==> src/rtl/core/pdr_pkg.sv <==
// package for the parabolic dac ramp: payload types, state type, phase codes
package pdr_pkg;

   localparam int DAC_BITS = 16;
   localparam int STEP_BITS = 17;
   localparam logic [15:0] DAC_MASK = 16'((17'd1 << DAC_BITS) - 17'd1);
   localparam logic [STEP_BITS-1:0] STEP_MAX = {STEP_BITS{1'b1}};

   localparam logic [2:0] PH_IDLE = 3'd0;
   localparam logic [2:0] PH_ACCEL = 3'd1;
   localparam logic [2:0] PH_HALF = 3'd2;
   localparam logic [2:0] PH_DECEL = 3'd3;
   localparam logic [2:0] PH_FINAL = 3'd4;

   localparam logic OP_TICK = 1'b0;
   localparam logic OP_START = 1'b1;

   typedef struct packed {
      logic        operation;
      logic [4:0]  channel;
      logic [15:0] start_value;
      logic [15:0] target;
      logic [15:0] accel;
      logic        mode;
   } pdr_req_type;

   typedef struct packed {
      logic [4:0]  out_channel;
      logic [15:0] dac_value;
      logic        busy_res;
      logic        last;
   } pdr_rsp_type;

   typedef struct packed {
      logic [15:0]          position;
      logic [STEP_BITS-1:0] step_size;
      logic [15:0]          goal;
      logic [15:0]          midpoint;
      logic                 rising;
      logic [2:0]           phase;
      logic                 ramp_mode;
      logic [15:0]          increment;
      logic [4:0]           held_channel;
   } pdr_state_type;

endpackage

==> src/rtl/core/pdr_step.sv <==
// next ramp state and dac sample for one request
module pdr_step
   import pdr_pkg::*;
(
   input  pdr_req_type   req,
   input  pdr_state_type cur,
   output pdr_state_type nxt,
   output pdr_rsp_type   rsp
);

   always_comb begin
      pdr_state_type        s;
      logic [16:0]          mid_sum;
      logic [17:0]          grow;
      logic [STEP_BITS-1:0] inc_w;
      logic [STEP_BITS-1:0] diff;
      logic [STEP_BITS-1:0] a_step;
      logic [15:0]          a_lim;
      logic [17:0]          p_up;
      logic [17:0]          l_up;
      logic                 a_ok;
      logic [15:0]          a_pos;
      logic [15:0]          st;
      logic [15:0]          tg;

      s = cur;
      st = req.start_value & DAC_MASK;
      tg = req.target & DAC_MASK;
      mid_sum = {1'b0, st} + {1'b0, tg};
      if (req.operation == OP_START) begin
         s.held_channel = req.channel;
         s.position = st;
         s.goal = tg;
         s.increment = (req.accel == 16'd0) ? 16'd1 : req.accel;
         s.ramp_mode = req.mode;
         s.rising = (st < tg);
         s.midpoint = mid_sum[16:1];
         s.step_size = {1'b0, s.increment};
         s.phase = PH_ACCEL;
      end

      inc_w = {1'b0, s.increment};
      grow = {1'b0, s.step_size} + {2'b00, s.increment};
      diff = s.step_size - inc_w;

      a_step = s.step_size;
      a_lim = s.goal;
      if (s.phase == PH_ACCEL) begin
         a_step = grow[17] ? STEP_MAX : grow[16:0];
         a_lim = s.ramp_mode ? s.midpoint : s.goal;
      end else begin
         a_step = ((s.step_size > inc_w) && (diff > inc_w)) ? diff : inc_w;
      end

      p_up = {2'b00, s.position} + {1'b0, a_step};
      l_up = {2'b00, a_lim} + {1'b0, a_step};
      if (s.rising) begin
         a_ok = (p_up <= {2'b00, a_lim});
         a_pos = p_up[15:0];
      end else begin
         a_ok = ({2'b00, s.position} >= l_up);
         a_pos = s.position - a_step[15:0];
      end

      nxt = s;
      rsp.out_channel = s.held_channel;
      rsp.dac_value = s.position;
      rsp.busy_res = 1'b1;
      rsp.last = 1'b0;
      unique case (s.phase)
         PH_ACCEL: begin
            nxt.step_size = a_step;
            if (a_ok) begin
               nxt.position = a_pos;
            end else begin
               nxt.phase = s.ramp_mode ? PH_HALF : PH_FINAL;
            end
         end
         PH_HALF: begin
            rsp.dac_value = s.midpoint;
            nxt.position = s.midpoint;
            nxt.phase = PH_DECEL;
         end
         PH_DECEL: begin
            nxt.step_size = a_step;
            if (a_ok) begin
               nxt.position = a_pos;
            end else begin
               nxt.phase = PH_FINAL;
            end
         end
         PH_FINAL: begin
            rsp.dac_value = s.goal;
            rsp.last = 1'b1;
            nxt.position = s.goal;
            nxt.phase = PH_IDLE;
         end
         default: begin
            nxt.phase = PH_IDLE;
            rsp.busy_res = 1'b0;
         end
      endcase
   end

endmodule

==> src/rtl/core/parabolic_dac_ramp.sv <==
// top level of the constant acceleration dac ramp generator
//
// requests come in on req_ (valid/ready); each request gives exactly one
// response on rsp_. a request with operation start loads channel, start
// value, target, acceleration and mode and answers with the start value;
// a tick request answers with the next sample of the ramp, or with the
// held position and busy_res low when no ramp runs.
// latency: the response is valid the cycle after the request is taken.
// throughput: one request per cycle while the receiver takes each response;
// the ramp state and the response register are updated together in the cycle a request is taken.
// the response register parts the two sides: a new request is taken while the
// register is empty or when the held response is taken in the same cycle.
// when the receiver stalls, rsp_valid and rsp_data hold and req_ready
// drops until the held response is taken.
// synchronous reset clears the ramp state to idle at position zero and
// empties the response register.
module parabolic_dac_ramp
   import pdr_pkg::*;
(
   input  logic        clock,
   input  logic        reset,
   input  logic        req_valid,
   output logic        req_ready,
   input  pdr_req_type req_data,
   output logic        rsp_valid,
   input  logic        rsp_ready,
   output pdr_rsp_type rsp_data
);

   pdr_state_type state_ff;
   pdr_state_type state_in;
   pdr_rsp_type   rsp_data_ff;
   pdr_rsp_type   rsp_data_in;
   logic          rsp_valid_ff;
   logic          req_fire;

   assign req_ready = !rsp_valid_ff || rsp_ready;
   assign req_fire = req_valid && req_ready;

   pdr_step u_step (
      .req (req_data),
      .cur (state_ff),
      .nxt (state_in),
      .rsp (rsp_data_in)
   );

   // all-zero state is idle at position zero
   always_ff @(posedge clock) begin
      if (reset) begin
         state_ff <= '0;
         rsp_valid_ff <= 1'b0;
      end else if (req_fire) begin
         state_ff <= state_in;
         rsp_valid_ff <= 1'b1;
      end else if (rsp_ready) begin
         rsp_valid_ff <= 1'b0;
      end
   end

   always_ff @(posedge clock) begin
      if (req_fire) begin
         rsp_data_ff <= rsp_data_in;
      end
   end

   assign rsp_valid = rsp_valid_ff;
   assign rsp_data = rsp_data_ff;

`ifndef SYNTHESIS
   a_step_nonzero: assert property (@(posedge clock) disable iff (reset)
      state_ff.phase != PH_IDLE |-> state_ff.step_size != '0)
      else $error("step size zero during a ramp");

   a_start_sample: assert property (@(posedge clock) disable iff (reset)
      req_fire && req_data.operation == OP_START |=>
         rsp_valid && rsp_data.busy_res && !rsp_data.last &&
         rsp_data.dac_value == ($past(req_data.start_value) & DAC_MASK))
      else $error("start request did not answer with start value");

   a_final_goal: assert property (@(posedge clock) disable iff (reset)
      req_fire && req_data.operation == OP_TICK && state_ff.phase == PH_FINAL |=>
         rsp_data.last && rsp_data.dac_value == $past(state_ff.goal) &&
         state_ff.phase == PH_IDLE && state_ff.position == $past(state_ff.goal))
      else $error("final sample not on target");

   a_idle_tick: assert property (@(posedge clock) disable iff (reset)
      req_fire && req_data.operation == OP_TICK && state_ff.phase == PH_IDLE |=>
         !rsp_data.busy_res && !rsp_data.last && $stable(state_ff))
      else $error("idle tick changed state");
`endif

endmodule
==> config.mk <==
export PLATFORM = sky130hd
export DESIGN_NAME = parabolic_dac_ramp
export DESIGN_NICKNAME = d
export VERILOG_FILES = /design/src/rtl/core/pdr_pkg.sv /design/src/rtl/core/pdr_step.sv /design/src/rtl/core/parabolic_dac_ramp.sv
export SDC_FILE = /design/constraint.sdc
export NUM_CORES = 1
export LEC_CHECK = 0
export ABC_AREA = 0
export BUFFER_PORTS_ARGS = -buffer_cell sky130_fd_sc_hd__buf_4
export CAP_MARGIN = 0
export CORE_UTILIZATION = 64
export CTS_BUF_LIST = sky130_fd_sc_hd__clkbuf_4 sky130_fd_sc_hd__clkbuf_8 sky130_fd_sc_hd__clkbuf_16
export DETAILED_ROUTE_END_ITERATION = 8
export HOLD_SLACK_MARGIN = 0.03
export MAX_ROUTING_LAYER = met4
export PLACE_DENSITY_LB_ADDON = 0.08
export SLEW_MARGIN = 10
export SYNTH_ARGS = -nofsm -noshare
export SYNTH_HDL_FRONTEND = slang
export SYNTH_HIERARCHICAL = 1
export SYNTH_SLANG_ARGS = --single-unit
==> constraint.sdc <==
create_clock -name clock -period 13.4 [get_ports clock]
set_input_delay 0.67 -clock clock [delete_from_list [all_inputs] [get_ports clock]]
set_output_delay 0.67 -clock clock [all_outputs]
set_load 0.05 [all_outputs]
* Word level (Yosys, flattened, before mapping)
Index checks and enable logic that the tools add are counted.
Word-level totals: input bits 59, register bits after elaboration 115
Cells by class: equal/unequal tests 4, add/sub/neg operators 6, muxes and demuxes 21, reduce and logical (&&, ||, !) cells 8, magnitude comparators 5
Operators by type and width (number):
- 91-bit two-way mux | 1
- 16-bit two-way mux | 5
- 17-bit two-way mux | 4
- 16-bit case mux with 3 select lines | 1
- 16-bit by 17-bit adder with 18-bit output | 2
- 17-bit by 16-bit > comparator with 1-bit output | 2
- 16-bit case mux with 2 select lines | 1
- 17-bit by 16-bit adder with 18-bit output | 1
- 16-bit by 18-bit >= comparator with 1-bit output | 1
- 18-bit by 16-bit less-or-equal comparator with 1-bit output | 1
- 16-bit by 16-bit adder with 17-bit output | 1
- 17-bit by 16-bit subtractor with 17-bit output | 1
- 16-bit logical NOT | 1
- 16-bit < comparator | 1
- 16-bit subtractor | 1
- 3-bit two-way mux | 3
- 3-bit case mux with 3 select lines | 1
- 3-bit by 2-bit == test with 1-bit output (second input constant) | 2
- 1-bit two-way mux | 5
- 4-bit OR reduction | 1
- 3-bit by 1-bit == test with 1-bit output (second input constant) | 1
- 3-bit == test (second input constant) | 1
- 1-bit logical AND | 2
- 2-bit nonzero test | 1
- 3 further kinds | 3

* Logic depth before layout (Yosys ltp)
Gate-level depths: netlist of the first run.
depth after elaboration 13, mapped depth 52

* Cells and area by module
The synthesis of the first run kept the hierarchy.
By module, submodules not included:
- pdr_step | cells an instance 1297, area an instance 8991.1 sq um, times used 1
- parabolic_dac_ramp | cells an instance 443, area an instance 4883.4 sq um, times used 1

* Worst setup path before layout of the first run
No wires, ideal clock.
path type input-to-reg, from input req_data[54] in the netlist's numbering, to register state_ff[79] in the netlist's numbering, setup slack 2.519 ns, path buffers 9, stages on the path 49, required time 13.334 ns, data arrival time 10.815 ns, path through clkbuf_1 > clkbuf_1 > clkbuf_1 > clkbuf_1 > buf_1 > mux2_2 > ha_1 > buf_2 > a2111o_1 > o21ai_0 > o21ai_0 > a21o_1 > a21oi_1 > xnor2_1 > ha_1 > nand3_1 > or4_1 > o211ai_1 > [... 13 more ...] > a21o_1 > xnor2_1 > ha_1 > nand3_1 > nor4_1 > a221o_1 > nand4_1 > a21o_1 > nor4b_1 > a31oi_1 > o211ai_1 > a21oi_2 > buf_6 > nand2b_4 > buf_6 > o221ai_2 > nand3_1 > a21oi_2
RTL lines:
- start, declared | line parabolic_dac_ramp.sv:24 | input pdr_req_type req_data,
- end signal, assigned | line parabolic_dac_ramp.sv:53 | state_ff <= state_in;
- end, declared | line parabolic_dac_ramp.sv:30 | pdr_state_type state_ff;

==> flow_summary_export.csv, run 1 <==
group,metric,value,unit
clock_tree,cts_tree,"yes",
run,drv_cap,0,
timing,timing.fmax,84.5,MHz
logic_synthesis,yosysMostFrequentCell,"a21oi_1",
finish,area_growth_syn_to_layout,8.15,%
timing,relSlewSlack,28.6,%
pwr,swShare,47.5,%
floorplan,initial_utilization,65.6,%
clock_tree,numCtsBuffers,17,
floorplan,fp.coreArea,0.0212,sq mm
clock_tree,cts_buffer_depth,2,
worst_setup_path,worstPathRequired,13660,ps
logic_synthesis,synthTopCellsByCount,"a21oi_1 (167), ha_1 (156), inv_1 (128)",
pwr,irDropWorstVdd,115,uV
logic_synthesis,synth_ff_type,"dfxtp_1",
floorplan,num_io_pins,84,
logic_synthesis,synth_compound_area_share,32.9,%
routing,drt_wl_total,43.1,mm
timing,worst_clock_skew,9.57,ps
routing,via_per_inst,6.61,
worst_setup_path,slowest_stage,"a21boi_2",
placement,placed_area,0.0144,sq mm
floorplan,dieArea,0.0223,sq mm
logic_synthesis,synth-seq-area-share,18.3,%
pwr,clockPowerShare,20.8,%
logic_synthesis,yosysTopAreaCellShare,14.1,%
clock_tree,path_clk_slew,70,ps
logic_synthesis,yosys.cell_types.count,85,
logic_synthesis,ys_warn_count,6,
timing,worst_pin_slew,1070,ps
routing,vias,13400,
pwr,p_switching,1130,uW
placement,place.gp.congestion,0.963,
worst_setup_path,max_stage_delay,850,ps
logic_synthesis,synthMuxAreaShare,5.86,%
routing,drc,0,
pwr,p_per_area,159,mW/mm^2
logic_synthesis,synth-xor-area-share,5.56,%
floorplan,die_h,149,um
clock_tree,cts_setup_buffers,0,
floorplan,chipWidth,149,um
timing,fin_ws,1570,ps
placement,placedCellCount,1998,
pwr,comb_power_share,61.7,%
status,status,"complete, no violations",
finish,drive_gt1_share,17.0,%
worst_hold_path,hold_path.class,"in -> reg",
pwr,p_int,1260,uW
logic_synthesis,yosysTopAreaCell,"ha_1",
clock_tree,hold_buffers,0,
timing,timing.final.hold_violations,0,
worst_setup_path,r2r-start,"state_ff[6]",
placement,port-buffer-count,83,
finish,fillers,1725,
global_routing,antenna_found_initial,2,
worst_setup_path,arrival,12090,ps
global_routing,grt_max_degree,97,
clock_tree,htreeDepth,4,
global_routing,grt_pass1_vias,12000,
logic_synthesis,synth_top_family_by_area,"compound AO/OA/AOI/OAI gates",
logic_synthesis,synth_nets,1960,
worst_setup_path,cp_top_family,"compound AO/OA/AOI/OAI gates",
finish,design_area,0.0150,sq mm
worst_setup_path,cp_common_cell,"a21oi_1",
timing,period_share,88.3,%
finish,layout.cells.non_filler,2032,
routing,avgRoutedWirePerCell,21.2,um
placement,place_ws,1410,ps
timing,setup_violations,0,
logic_synthesis,synthCells,1740,
finish,fin_nets,1962,
worst_setup_path,crit_fanout,50,
clock_tree,cts_root_buf,"clkbuf_16",
global_routing,grt_overflow,0,
timing,timing.final.crit_period,11830,ps
global_routing,track_usage,39.5,%
clock_tree,cts_resized,0,
logic_synthesis,synth_edf_count,23,
pwr,p_seq_share,17.5,%
worst_setup_path,cp_num_buf_inv,4,
worst_setup_path,critPathCaptureType,"register",
clock_tree,cts.sinks,115,
routing,drt_first_pass_iters,5,
logic_synthesis,yosys-top-cells-area,"ha_1 (14%), dfxtp_1 (13%), a21oi_1 (6.0%)",
timing,slew_viol_final,0,
worst_setup_path,startpoint_type,"input port",
timing,setup_tns,0,ps
routing,postRouteAntennaNets,0,
floorplan,fp-row-count,53,
logic_synthesis,syn_avg_cell_area,7.97,sq um
global_routing,grt_pass1_wl,66.0,mm
logic_synthesis,synth_simple_gate_area_share,14.9,%
clock_tree,clock_latency,430,ps
logic_synthesis,synth-async-reset-ratio,0,%
placement,hpwlAfterDp,32.3,mm
worst_setup_path,setup.worst_path.start,"req_data[54]",
timing,rsz0062_at_grt,"false",
routing,drt_iter0_drc,1471,
worst_hold_path,hp-start,"req_data[49]",
logic_synthesis,ys_seq_elements,115,
worst_setup_path,path_class,"in -> reg",
logic_synthesis,syn_area,0.0139,sq mm
pwr,leakage,0.00659,uW
logic_synthesis,synth_fa_ha_area_share,14.8,%
## power groups by stage
stage | logic, uW | clock network [uW] | registers, uW
floorplan | 1050 | 0 | 444
global placement | 1400 | 0 | 422
detailed placement | 1420 | 0 | 424
CTS | 1430 | 499 | 417
global route | 1600 | 513 | 421
finish | 1470 | 498 | 417
## final cells by class
class | instances | area, sq um | share of cell area [%]
antenna | 2 | 5.00 | 0.0334
clock buffer | 17 | 425 | 2.83
clock inverter | 15 | 195 | 1.30
inverter | 130 | 488 | 3.25
multi-input combinational | 1379 | 10300 | 68.4
sequential | 115 | 2530 | 16.9
tap | 275 | 344 | 2.29
timing repair buffer | 99 | 747 | 4.98
## worst paths after layout
kind | cells after the start | slack, ps | to
setup / recovery | 45 | 1570 | state_ff[89]
hold reg to reg | 2 | 570 | state_ff[18]
setup reg to reg | 42 | 2500 | state_ff[89]
hold / removal | 2 | 570 | rsp_data[18]
## cells in the final DEF (no fill, tap or decap), drive strengths merged, types with 33 or more instances in the layout
| cell type | count |
|---|---|
| nor2 | 118 |
| xnor2 | 66 |
| inv | 136 |
| a21oi | 225 |
| dfxtp | 92 |
| mux2i | 43 |
| mux2 | 34 |
| a21o | 33 |
| ha | 156 |
| nand2 | 108 |
| o21ai | 82 |
| nand3 | 105 |
| buf | 99 |
| a21bo | 91 |
## flip-flops by register name, indices dropped and copies added, names as in the netlist
name,count
rsp_valid,1
rsp_data,23
state_ff,91
## per-layer routing
metal  vias up  track usage (%)  part of all wire (%)
met5         -                -                     0
met2       680             61.3                    45
met4         0             17.7                   4.2
met1      6371             50.6                    43
li1       6263                -                     -
met3       114             5.69                   7.9
## cell families after synthesis
| kind of cell | count (synthesis) |
|---|---|
| compound gates | 614 |
| flops | 115 |
| simple gates | 441 |
| fa+ha+maj | 161 |
| mux | 77 |
| xor+xnor | 86 |
| buf+inv | 246 |
## metrics by stage
step / total power, uW / hold WS (ps) / util, %
floorplan: 1500 / 551 / -
global placement: 1830 / 547 / 68.0
detailed placement: 1840 / 557 / 68.0
CTS: 2350 / 553 / 70.9
global route: 2530 / 556 / 70.9
finish: 2390 / 565 / 70.9
Power figures use the tool's default switching activity.
==> inputs of run 2 (changes only) <==
--- a/config.mk
+++ b/config.mk
@@ -8,7 +8,7 @@
 export ABC_AREA = 0
 export BUFFER_PORTS_ARGS = -buffer_cell sky130_fd_sc_hd__buf_4
 export CAP_MARGIN = 0
-export CORE_UTILIZATION = 64
+export CORE_UTILIZATION = 65
 export CTS_BUF_LIST = sky130_fd_sc_hd__clkbuf_4 sky130_fd_sc_hd__clkbuf_8 sky130_fd_sc_hd__clkbuf_16
 export DETAILED_ROUTE_END_ITERATION = 8
 export HOLD_SLACK_MARGIN = 0.03
==> constraint.sdc (replaced) <==
create_clock -name clock -period 14.85 [get_ports clock]
set_input_delay 0.7425 -clock clock [delete_from_list [all_inputs] [get_ports clock]]
set_output_delay 0.7425 -clock clock [all_outputs]
set_load 0.05 [all_outputs]
==> run 2 against run 1 <==
Sequential cell count stayed put. Clock power down 10%. Cell area shrank 0.27%. Clock skew rose by 4.7 ps. Largest power group unchanged.
==> flow_summary_export.csv, run 2 (synthesis gave the netlist of run 1 again) <==
group,metric,value,unit
clock_tree,numCtsBuffers,17,
clock_tree,cts_resized,0,
worst_setup_path,startpoint_type,"input port",
finish,drive_gt1_share,16.8,%
clock_tree,cts_tree,"yes",
finish,layout_common_cells,"a21oi_1 (167), ha_1 (156), inv_1 (128), nor2_1 (117), nand2_1 (108)",
floorplan,die_h,148,um
worst_setup_path,arrival,12740,ps
timing,relSlewSlack,26.5,%
finish,n_antenna_cell,0,
worst_setup_path,cp_num_buf_inv,3,
timing,timing.final.crit_period,12480,ps
placement,place.gp.congestion,1.01,
worst_setup_path,crit_fanout,49,
placement,hpwlAfterDp,32.4,mm
status,status,"complete, no violations",
routing,via_per_inst,6.60,
clock_tree,htreeDepth,4,
routing,drt_first_pass_iters,5,
pwr,p_switching,998,uW
timing,rsz0062_at_grt,"false",
run,drv_cap,0,
routing,drc,0,
finish,largest_register_ffs,91,
worst_setup_path,critPathCaptureType,"register",
worst_hold_path,hold_path.class,"reg -> reg",
placement,placedCellCount,1995,
floorplan,num_io_pins,84,
routing,avgRoutedWirePerCell,21.3,um
floorplan,dieArea,0.0219,sq mm
finish,fin_nets,1959,
pwr,p_int,1120,uW
timing,period_share,84.0,%
worst_setup_path,r2r-start,"state_ff[6]",
worst_setup_path,cp.depth,44,
floorplan,chipWidth,148,um
finish,area_growth_syn_to_layout,7.85,%
clock_tree,hold_buffers,0,
finish,multiInputGateArea,0.0103,sq mm
finish,final_core_util,71.4,%
floorplan,fp-row-count,53,
floorplan,initial_utilization,66.2,%
worst_setup_path,worstRegToRegCells,42,
global_routing,grt_pass1_vias,12400,
finish,top_register,"state_ff",
timing,timing.final.hold_violations,0,
clock_tree,path_clk_slew,60,ps
worst_hold_path,min_path_cells,2,
worst_setup_path,path_class,"in -> reg",
clock_tree,cts_root_buf,"clkbuf_16",
placement,port-buffer-count,83,
worst_setup_path,worstPathRequired,15120,ps
worst_setup_path,cp_top_family,"compound AO/OA/AOI/OAI gates",
global_routing,antenna_found_initial,0,
clock_tree,clock_latency,430,ps
clock_tree,cts_setup_buffers,0,
placement,place_ws,2260,ps
finish,fillers,1736,
floorplan,fp.coreArea,0.0210,sq mm
worst_hold_path,hp-start,"state_ff[19]",
global_routing,track_usage,40.4,%
timing,worst_pin_slew,1100,ps
timing,setup_tns,0,ps
pwr,irDropWorstVdd,76.3,uV
worst_setup_path,max_stage_delay,890,ps
pwr,swShare,47.0,%
clock_tree,cts_buffer_depth,2,
worst_setup_path,slowest_stage,"a21boi_2",
clock_tree,cts.sinks,115,
routing,drt_iter0_drc,1123,
routing,vias,13400,
pwr,comb_power_share,61.2,%
pwr,leakage,0.00655,uW
timing,setup_violations,0,
worst_setup_path,setup.worst_path.start,"req_data[54]",
routing,drt_wl_total,43.2,mm
finish,seqCellArea,0.00253,sq mm
finish,final_common_cell,"a21oi_1",
timing,fin_ws,2370,ps
global_routing,grt_max_degree,108,
finish,layout.cells.non_filler,2027,
pwr,p_seq_share,17.7,%
routing,postRouteAntennaNets,0,
pwr,p_per_area,142,mW/mm^2
global_routing,grt_pass1_wl,67.4,mm
timing,slew_viol_final,0,
global_routing,grt_overflow,0,
timing,worst_clock_skew,14.2,ps
pwr,clockPowerShare,21.0,%
timing,timing.fmax,80.1,MHz
run 2: cell count changes in the layout (fill, tap and decap cells not counted), moves of 2 or more:
cell        before  now
clkinv_4         3    1
clkinvlp_4       1    5
buf_4           98   95
diode_2          2    0
inv_8            2    0
run 2: metal layers:
metal	global-route usage, %	wire length [um]	vias up
met1	48.2	17300	6309
li1	-	-	6261
met3	5.43	3170	152
met5	-	0	-
met2	66.1	20400	666
met4	21.2	2310	0
run 2: layout make-up:
type | instances | area share [%]
Timing Repair Buffer | 96 | 4.84
Sequential cell | 115 | 16.9
Tap cell | 275 | 2.30
Inverter | 130 | 3.26
Multi-Input combinational cell | 1379 | 68.6
Clock buffer | 17 | 2.84
Clock inverter | 15 | 1.20
run 2: through the flow:
step                area [sq um]  hold WS (ps)  total power [uW]
floorplan                  13900           551              1350
global placement           14400           551              1620
detailed placement         14400           558              1640
CTS                        15000           573              2090
global route               15000           586              2250
finish                     15000           573              2120
run 2: path summary, 6_finish.rpt:
check                                     to  slack [ps]
worst min register to register  state_ff[19]         570
worst max register to register  state_ff[75]        3790
worst min-delay path            state_ff[19]         570
worst max-delay path            state_ff[75]        2370
run 2: power groups by stage:
stage / sequential [uW] / clock [uW] / combinational (uW)
4_1_cts: 375 / 448 / 1270
5_1_grt: 379 / 459 / 1410
3_3_place_gp: 381 / 0 / 1240
6_report: 376 / 446 / 1300
3_5_place_dp: 382 / 0 / 1260
2_1_floorplan: 401 / 0 / 951
run 2: tightest hold or removal path, cell delays in order, from the launching register on:
cell,delay [ps]
dfxtp_1,300
a21bo_2,170
a21oi_1,50
==> inputs of run 3 (changes only) <==
--- a/config.mk
+++ b/config.mk
@@ -5,10 +5,10 @@
 export SDC_FILE = /design/constraint.sdc
 export NUM_CORES = 1
 export LEC_CHECK = 0
-export ABC_AREA = 0
+export ABC_AREA = 1
 export BUFFER_PORTS_ARGS = -buffer_cell sky130_fd_sc_hd__buf_4
 export CAP_MARGIN = 0
-export CORE_UTILIZATION = 65
+export CORE_UTILIZATION = 64
 export CTS_BUF_LIST = sky130_fd_sc_hd__clkbuf_4 sky130_fd_sc_hd__clkbuf_8 sky130_fd_sc_hd__clkbuf_16
 export DETAILED_ROUTE_END_ITERATION = 8
 export HOLD_SLACK_MARGIN = 0.03
==> constraint.sdc (replaced) <==
create_clock -name clock -period 12.9 [get_ports clock]
set_input_delay 0.645 -clock clock [delete_from_list [all_inputs] [get_ports clock]]
set_output_delay 0.645 -clock clock [all_outputs]
set_load 0.05 [all_outputs]
==> run 3 against run 2 <==
Register-to-register slack worse by 690 ps. Die area is 2.4% higher. Global-route usage fell by 0.59 points. Final cell count up 23%. Non-clock buffer count down 3. Sequential cell count did not move. Power is 25% higher. Synthesized area up 0.82%. Critical path depth rose by 10. Hold slack worse by 190 ps. Clock-buffer cell count is 1 higher. Largest power group unchanged.
==> flow_summary_export.csv, run 3 <==
group,metric,value,unit
status,status,"complete, no violations",
worst_setup_path,cp_num_buf_inv,9,
clock_tree,cts_setup_buffers,0,
pwr,leakage,0.00784,uW
worst_setup_path,slowest_stage,"buf_4",
worst_setup_path,path_class,"in -> reg",
global_routing,grt_pass1_wl,68.1,mm
finish,layout_common_cells,"nand2_1 (401), inv_1 (327), nor2_1 (252), a21oi_1 (214), ha_1 (156)",
clock_tree,hold_buffers,0,
logic_synthesis,yosysMostFrequentCell,"nand2_1",
logic_synthesis,syn_avg_cell_area,6.36,sq um
worst_setup_path,arrival,10740,ps
floorplan,chipWidth,150,um
worst_hold_path,min_path_cells,2,
routing,via_per_inst,5.92,
finish,n_antenna_cell,0,
logic_synthesis,synth-async-reset-ratio,0,%
finish,seqCellArea,0.00253,sq mm
finish,layout.cells.non_filler,2494,
routing,drt_iter0_drc,1605,
worst_setup_path,max_stage_delay,600,ps
placement,place.gp.congestion,1.00,
timing,setup_violations,0,
routing,drt_wl_total,43.5,mm
placement,port-buffer-count,83,
logic_synthesis,synth-seq-area-share,18.1,%
worst_setup_path,setup.worst_path.start,"req_data[54]",
clock_tree,cts_buffer_depth,2,
placement,place_ws,2380,ps
logic_synthesis,synthTopCellsByCount,"nand2_1 (401), inv_1 (327), nor2_1 (252)",
placement,hpwlAfterDp,32.8,mm
clock_tree,cts.sinks,115,
routing,vias,14800,
logic_synthesis,ys_seq_elements,115,
finish,fillers,1902,
finish,multiInputGateArea,0.00950,sq mm
worst_setup_path,startpoint_type,"input port",
worst_setup_path,cp_top_family,"compound AO/OA/AOI/OAI gates",
routing,drc,0,
clock_tree,numCtsBuffers,17,
global_routing,grt_overflow,0,
floorplan,initial_utilization,65.9,%
floorplan,dieArea,0.0225,sq mm
timing,relSlewSlack,21.7,%
global_routing,track_usage,39.8,%
floorplan,num_io_pins,84,
logic_synthesis,synth_ff_type,"dfxtp_1",
finish,final_common_cell,"nand2_1",
global_routing,antenna_found_initial,0,
worst_setup_path,worstPathRequired,13220,ps
logic_synthesis,yosys-top-cells-area,"ha_1 (14%), dfxtp_1 (13%), nand2_1 (11%)",
global_routing,grt_max_degree,185,
global_routing,grt_pass1_vias,13100,
timing,timing.fmax,96.0,MHz
worst_setup_path,cp.depth,54,
worst_setup_path,r2r-end,"state_ff[80]",
floorplan,fp.coreArea,0.0212,sq mm
timing,setup_tns,0,ps
routing,drt_first_pass_iters,6,
logic_synthesis,syn_area,0.0140,sq mm
run,drv_cap,0,
placement,placedCellCount,2462,
timing,fin_ws,2480,ps
logic_synthesis,synthCells,2200,
timing,slew_viol_final,0,
finish,area_growth_syn_to_layout,7.19,%
finish,top_register,"state_ff",
clock_tree,htreeDepth,4,
timing,timing.final.crit_period,10420,ps
clock_tree,cts_root_buf,"clkbuf_16",
worst_hold_path,hold_path.class,"in -> reg",
timing,worst_pin_slew,1170,ps
routing,postRouteAntennaNets,0,
worst_setup_path,crit_fanout,67,
finish,largest_register_ffs,91,
worst_setup_path,reg2reg_setup_slack,3100,ps
finish,drive_gt1_share,10.9,%
clock_tree,cts_tree,"yes",
floorplan,die_h,150,um
logic_synthesis,synth_nets,2420,
timing,timing.final.hold_violations,0,
logic_synthesis,synth_edf_count,23,
worst_setup_path,r2r-start,"state_ff[9]",
worst_setup_path,cp_common_cell,"nand2_1",
pwr,p_per_area,177,mW/mm^2
worst_setup_path,worstRegToRegCells,51,
logic_synthesis,yosysTopAreaCellShare,14.0,%
worst_setup_path,crit_end,"state_ff[80]",
clock_tree,path_clk_slew,60,ps
timing,worst_clock_skew,12.1,ps
pwr,irDropWorstVdd,144,uV
logic_synthesis,yosys.cell_types.count,70,
timing,hold_ws,385,ps
logic_synthesis,ys_warn_count,6,
timing,period_share,80.8,%
routing,avgRoutedWirePerCell,17.4,um
worst_setup_path,critPathCaptureType,"register",
timing,rsz0062_at_grt,"false",
finish,fin_nets,2426,
floorplan,fp-row-count,53,
clock_tree,cts_resized,0,
clock_tree,clock_latency,430,ps
logic_synthesis,yosysTopAreaCell,"ha_1",
-- run 3: changes by cell type after synthesis, sizes merged, moves of 18 or more --
cell / delta
nand2b: -18
nor2: +138
xor2: +33
xnor2: -54
a21o: -27
inv: +213
a21bo: -91
mux2i: -43
mux2: -34
nand3: +80
nand2: +327
o21ai: +78
-- run 3: how the worst min path moves through the flow --
stage	startpoint	endpoint	slack (ps)
detailed placement	state_ff[51]	state_ff[51]	460
global route	reset	rsp_valid	380
floorplan	state_ff[41]	state_ff[41]	440
global placement	state_ff[41]	state_ff[41]	450
CTS	reset	rsp_valid	380
finish	reset	rsp_valid	390
-- run 3: area by class of cell --
class / instances / share of cell area (%)
tap: 275 / 2.29
sequential: 115 / 16.9
timing repair buffer: 93 / 4.68
multi-input combinational: 1634 / 63.3
clock buffer: 18 / 2.93
clock inverter: 14 / 1.11
inverter: 345 / 8.75
-- run 3: cells by family (layout without fill, tap and decap cells) --
family | count (synthesis) | count (layout) | share of synthesized area (%)
flops | 115 | 115 | 18.1
simple gates | 938 | 938 | 30.2
compound gates | 470 | 470 | 18.8
fa+ha+maj | 161 | 161 | 14.7
xor+xnor | 65 | 65 | 4.07
buf+inv | 451 | 470 | 14.1
-- run 3: power breakdown --
part	switching, uW	internal [uW]
logic	1120	604
clock network	209	296
registers	20.0	408
-- run 3: per-layer routing --
metal | track usage (%) | wire, um | share of wire, %
met1 | 51.8 | 18500 | 42
met2 | 62.6 | 19200 | 44
met3 | 5.52 | 4060 | 9.3
met5 | - | 0 | 0
met4 | 14.3 | 1710 | 3.9
-- run 3: through the flow --
step | cell area [sq um] | utilization [%] | power, uW
final | 15000 | 70.7 | 2660
after global routing | 15000 | 70.7 | 2870
after CTS | 15000 | 70.7 | 2620
after detailed placement | 14400 | 67.8 | 2100
after global placement | 14400 | 67.8 | 2070
after floorplan | 14000 | - | 1750
